`config.mk`:
```
export PLATFORM = sky130hd
export DESIGN_NAME = vtdi_ctrl
export DESIGN_NICKNAME = d
export VERILOG_FILES = /design/src/rtl/vtdi_pkg.sv /design/src/rtl/vtdi_ctrl.sv
export SDC_FILE = /design/constraint.sdc
export NUM_CORES = 1
export LEC_CHECK = 0
export BUFFER_PORTS_ARGS = -buffer_cell sky130_fd_sc_hd__buf_2
export CAP_MARGIN = 20
export CORE_UTILIZATION = 35
export CTS_CLUSTER_SIZE = 24
export DETAILED_ROUTE_END_ITERATION = 12
export GPL_TIMING_DRIVEN = 0
export PLACE_DENSITY = 0.64
export SLEW_MARGIN = 20
export SYNTH_ARGS = -nofsm -noshare
export SYNTH_HDL_FRONTEND = slang
export SYNTH_SLANG_ARGS = --single-unit
export TNS_END_PERCENT = 50
```
`constraint.sdc`:
```
create_clock -name clk -period 3.4 [get_ports clk]
set_input_delay 0.68 -clock clk [delete_from_list [all_inputs] [get_ports clk]]
set_output_delay 0.68 -clock clk [all_outputs]
set_load 0.01 [all_outputs]
```
`src/rtl/vtdi_pkg.sv`:
```
// Shared types and constants for the vertex triple dedup indexer.
package vtdi_pkg;

    localparam int MaxVertices = 1024;
    localparam int IndexBits   = 16;
    localparam int SlotBits    = 10;
    localparam int AddrBits    = $clog2(MaxVertices);
    localparam int CountBits   = AddrBits + 1;

    typedef logic [IndexBits-1:0] index_t;
    typedef logic [AddrBits-1:0]  addr_t;
    typedef logic [CountBits-1:0] count_t;
    typedef logic [SlotBits-1:0]  slot_t;

    typedef struct packed {
        index_t pos;
        index_t tex;
        index_t nrm;
    } triple_t;

    // Access request from the sequencer to the table memory.
    typedef struct packed {
        logic    we;
        addr_t   waddr;
        triple_t wdata;
        logic    re;
        addr_t   raddr;
    } tbl_req_t;

    typedef struct packed {
        slot_t slot;
        logic  was_new;
        logic  overflow;
    } result_t;

    typedef enum logic [1:0] {
        ST_IDLE,
        ST_SCAN,
        ST_DONE
    } state_t;

endpackage

```
`src/rtl/vtdi_ctrl.sv`:
```
// Search sequencer: scans the table in insertion order with one shared comparator.
module vtdi_ctrl (
    input  logic               clk,
    input  logic               rst_n,
    input  logic               in_valid,
    output logic               in_ready,
    input  vtdi_pkg::triple_t  in_key,
    input  logic               start_new_mesh,
    output vtdi_pkg::tbl_req_t req,
    input  vtdi_pkg::triple_t  rd_data,
    output logic               res_valid,
    input  logic               res_ready,
    output vtdi_pkg::result_t  res
);

    vtdi_pkg::state_t  state_reg, state_next;
    vtdi_pkg::count_t  ptr_reg, ptr_next;
    vtdi_pkg::count_t  count_reg, count_next;
    logic              cmp_valid_reg, cmp_valid_next;
    vtdi_pkg::addr_t   cmp_addr_reg, cmp_addr_next;
    vtdi_pkg::triple_t key_reg, key_next;
    vtdi_pkg::result_t res_reg, res_next;
    logic              hit;

    always_ff @(posedge clk or negedge rst_n)
    begin
        if (!rst_n)
        begin
            state_reg     <= vtdi_pkg::ST_IDLE;
            ptr_reg       <= '0;
            count_reg     <= '0;
            cmp_valid_reg <= 1'b0;
        end
        else
        begin
            state_reg     <= state_next;
            ptr_reg       <= ptr_next;
            count_reg     <= count_next;
            cmp_valid_reg <= cmp_valid_next;
        end
    end

    always_ff @(posedge clk)
    begin
        cmp_addr_reg <= cmp_addr_next;
        key_reg      <= key_next;
        res_reg      <= res_next;
    end

    // The read issued last cycle has its data now; compare it against the key.
    assign hit = cmp_valid_reg && (rd_data == key_reg);

    always_comb
    begin
        state_next     = state_reg;
        ptr_next       = ptr_reg;
        count_next     = count_reg;
        cmp_valid_next = 1'b0;
        cmp_addr_next  = cmp_addr_reg;
        key_next       = key_reg;
        res_next       = res_reg;
        req            = '0;
        req.wdata      = key_reg;
        req.waddr      = count_reg[vtdi_pkg::AddrBits-1:0];
        req.raddr      = ptr_reg[vtdi_pkg::AddrBits-1:0];
        in_ready       = 1'b0;
        res_valid      = 1'b0;

        case (state_reg)
            vtdi_pkg::ST_IDLE:
            begin
                in_ready = 1'b1;
                if (in_valid)
                begin
                    key_next   = in_key;
                    ptr_next   = '0;
                    state_next = vtdi_pkg::ST_SCAN;
                    if (start_new_mesh)
                    begin
                        count_next = '0;
                    end
                end
            end
            vtdi_pkg::ST_SCAN:
            begin
                if (hit)
                begin
                    res_next.slot     = vtdi_pkg::SlotBits'(cmp_addr_reg);
                    res_next.was_new  = 1'b0;
                    res_next.overflow = 1'b0;
                    state_next        = vtdi_pkg::ST_DONE;
                end
                else if (ptr_reg < count_reg)
                begin
                    req.re         = 1'b1;
                    ptr_next       = ptr_reg + 1'b1;
                    cmp_valid_next = 1'b1;
                    cmp_addr_next  = ptr_reg[vtdi_pkg::AddrBits-1:0];
                end
                else
                begin
                    // Every stored entry has been compared without a match.
                    state_next = vtdi_pkg::ST_DONE;
                    if (count_reg == vtdi_pkg::CountBits'(vtdi_pkg::MaxVertices))
                    begin
                        res_next.slot     = '0;
                        res_next.was_new  = 1'b0;
                        res_next.overflow = 1'b1;
                    end
                    else
                    begin
                        req.we            = 1'b1;
                        count_next        = count_reg + 1'b1;
                        res_next.slot     =
                            vtdi_pkg::SlotBits'(count_reg[vtdi_pkg::AddrBits-1:0]);
                        res_next.was_new  = 1'b1;
                        res_next.overflow = 1'b0;
                    end
                end
            end
            vtdi_pkg::ST_DONE:
            begin
                res_valid = 1'b1;
                if (res_ready)
                begin
                    state_next = vtdi_pkg::ST_IDLE;
                end
            end
            default:
            begin
                state_next = vtdi_pkg::ST_IDLE;
            end
        endcase
    end

    assign res = res_reg;

    a_count_bound: assert property (@(posedge clk) disable iff (!rst_n)
        count_reg <= vtdi_pkg::CountBits'(vtdi_pkg::MaxVertices))
        else $error("entry count beyond table depth");

    a_overflow_full: assert property (@(posedge clk) disable iff (!rst_n)
        (res_valid && res.overflow) |-> (count_reg == vtdi_pkg::CountBits'(vtdi_pkg::MaxVertices)))
        else $error("overflow reported with room left in the table");

    a_append_counts: assert property (@(posedge clk) disable iff (!rst_n)
        req.we |=> (count_reg == $past(count_reg) + 1'b1))
        else $error("append did not advance the entry count");

    a_flags_exclusive: assert property (@(posedge clk) disable iff (!rst_n)
        res_valid |-> !(res.was_new && res.overflow))
        else $error("new entry and overflow flagged together");

    a_scan_ptr: assert property (@(posedge clk) disable iff (!rst_n)
        (state_reg == vtdi_pkg::ST_SCAN) |-> (ptr_reg <= count_reg))
        else $error("search pointer ran past the entry count");

endmodule

```
==> key figures <==
Placed design
  – Setup slack after placement: -0.833 ns
  – Port bufs: 184
  – DP HPWL: 10,500 microns
  – GPL Wtd Cong: 0.869

Logic synthesis
  – Synthesis-stage register bit count: 95
  – Top cells by area, synth: edfxtp_1, dfrtp_1, xor2_1
  – Synthesized instance count: 419
  – Syn avg cell area: 11.6 sq um
  – Cell with the most instances after synthesis: edfxtp_1
  – Post-Syn Nets: 533
  – Commonest cells in the netlist: edfxtp_1, inv_1, nand2_1, dfrtp_1, xor2_1
  – Yosys Warn Count: 0
  – Dominant cell type by area after synthesis: edfxtp_1
  – Ys flop type: edfxtp_1
  – Distinct cells, synth: 56
  – EDFF count, synth: 70
  – Seq/Total Area, Yosys: 55.9%
  – Post-synth top area share: 43.1%
  – Post-synth ARST share: 26.3%
  – Syn Std Cell Area: 4880 sq um

STA
  – F_max: 0.290 GHz
  – Final Slew Violations: 0
  – Fin. Hold Viols: 0
  – Worst Skew: 0.0103 ns
  – Max-slew headroom: 59.7%
  – WHS: 0.321 ns
  – Setup TNS: -0.0488 ns
  – Tmin final: 3.45 ns
  – RSZ-0062 raised after global routing: true
  – Final WS setup: -0.0488 ns
  – Actual slew at the worst max-slew pin: 0.604 ns
  – Setup violations, final: 1
  – Fin crit share: 101%

Critical path
  – CP Data Required Time: 2.72 ns
  – Crit Path Max Fanout: 2
  – Largest stage delay on the critical path: 0.55 ns
  – Critical Path, Cell by Cell: buf_2 > xor2_1 > or4_4 > or4_4 > nor4b_4 > a21oi_2 > and3_4 > buf_6
  – Crit path launch type: input pin
  – Largest delay contributor family on the critical path: simple AND/OR/NAND/NOR gates
  – Worst setup EP type: output pin
  – Levels on crit path: 8
  – WS Path Type: in -> out
  – Reg-to-reg startpoint: req[47]
  – Most frequent CP cell: or4_4
  – Crit path DAT: 2.77 ns
  – CP Buf/Inv Count: 2
  – Worst Reg-to-Reg Cells: 9
  – CP max stage cell: or4_4
  – CP startpoint: rd_data[7]

Power
  – Max IR drop VDD: 0.000318 V
  – Power per cell area: 544 nW/um^2
  – Leak: 2.84 nW
  – Total Power: 3.50 mW

Clock tree
  – Root Driver: clkbuf_16
  – Cts hold-fix bufs: 0
  – Clock slew at reported path FFs: 0.07 ns
  – CTS buffer count: 9
  – CTS HTree Levels: 3
  – Clock buffer depth: 2
  – Sink Count: 95
  – TritonCTS clock tree: yes
  – Clock latency on the worst-skew pair: 0.35 ns

Final layout
  – Layout cells sized above 1: 40.1%
  – P&R area growth vs syn: 31.9%
  – Max reg flops: 48
  – Ant. Diodes: 0
  – Final nets: 735

Global route
  – Pin count of the biggest net entering global routing: 28
  – First-pass GRT wire length: 20,800 microns
  – Vias in the first global route: 4,231
  – Initial antenna violation count: 0
  – GRT Residual Overflow: 0
  – GR Util All Layers: 19.1%

Detailed routing
  – Wire per inst: 16.9 microns
  – Final antenna-violating net count: 0
  – 1st-iter DRT viols: 213
  – DRT Wirelength: 13,500 microns
  – DR pass1 iterations: 4
  – Met2 WL: 6690 microns
  – DR WL met3: 948 microns
  – M1 wire length: 5490 microns
  – Vias: 4,024
  – Vias per cell: 5.02
  – DR top layer: met4
  – DRC violations left: 0

Outcome
  – Status: finished with violations
  – Failing checks: negative setup slack

Worst hold path
  – Worst hold path type: in -> async

Floorplanning
  – IO Count: 185
  – Die Y-Extent: 120 microns
  – Starting Density: 36.4%
  – Chip width: 120 microns
  – Std-Cell Rows: 42
  – Die ar.: 14,400 sq um
  – Core Area: 13,400 sq um

Job
  – MaxCap Viol Count: 0
-- logic make-up after synthesis --
logic type,share of synthesized area [%]
muxes,1.26
DFF,55.9
buffers and inverters,6.54
and+or+nand+nor,16.7
adders and majority gates,3.34
xor gates and xnor gates,7.01
AOI/OAI and AO/OA,9.19
-- stage by stage --
step	std cells	util, %	area, sq um
floorplan	419	-	4880
global route	802	48.0	6430
global placement	779	44.9	6020
detailed placement	780	45.1	6040
finish	802	48.0	6430
CTS	802	47.8	6410
-- layout make-up --
cell class / count / area (sq um)
Clock buffer: 11 / 243
Timing Repair Buffer: 193 / 1010
Sequential cell: 95 / 2730
Multi-Input combinational cell: 262 / 1870
Inverter: 33 / 128
Clock inverter: 5 / 56.3
Buffer: 27 / 180
Tap cell: 176 / 220
Fill cell: 1253 / 6970
-- what timing repair did --
action / in CTS / in global routing
endpoints found under the hold margin: 0 / 0
setup endpoints to repair: 14 / 14
buffers inserted: 8 / 0
pin swaps: 9 / 7
gates resized for setup: 7 / 6
cloned: 0 / 0
-- worst reg2reg max path: cells and delay by family, from the launching register on --
| family | cells | cell delay (ns) |
|---|---|---|
| simple gates | 6 | 1.47 |
| flops | 1 | 0.42 |
| xor+xnor | 1 | 0.27 |
| buf+inv | 2 | 0.58 |
-- cells in the final DEF (no fill, tap or decap), drive strengths merged, types with 6 or more instances in the layout --
master	netlist	layout
nor2b	6	6
xor2	23	23
nor2	17	17
nand2	32	32
nand3	13	13
inv	33	33
buf	23	215
o21ai	14	14
nand4	10	10
nor4	10	10
edfxtp	70	70
dfrtp	25	25
a21oi	8	8
and3	7	7
nor3	7	7
ha	13	13
a21o	6	6
xnor2	16	16
clkbuf	6	16
or4	6	6
nand2b	18	18
-- routing by layer --
layer | vias up | track usage (%)
li1 | 1918 | -
met1 | 1923 | 21.8
met2 | 152 | 32.7
met3 | 31 | 5.47
met4 | 0 | 9.38
met5 | - | 0
-- power by group --
part	internal, mW	switching, mW	total, mW
clock	0.591	0.448	1.04
sequential	1.45	0.164	1.62
combinational	0.378	0.466	0.844
total	2.42	1.08	3.50
-- worst paths after layout --
| kind | end | slack [ns] |
|---|---|---|
| worst max-delay path | req[69] | -0.05 |
| worst min register to register | res[9] | 0.53 |
| max in group asynchronous | count_reg[7] | 2.65 |
| worst max register to register | res[0] | 0.31 |
| worst min-delay path | count_reg[10] | 0.32 |
| min in group clk | req[25] | 0.50 |
(Power assumes the default switching activity.)
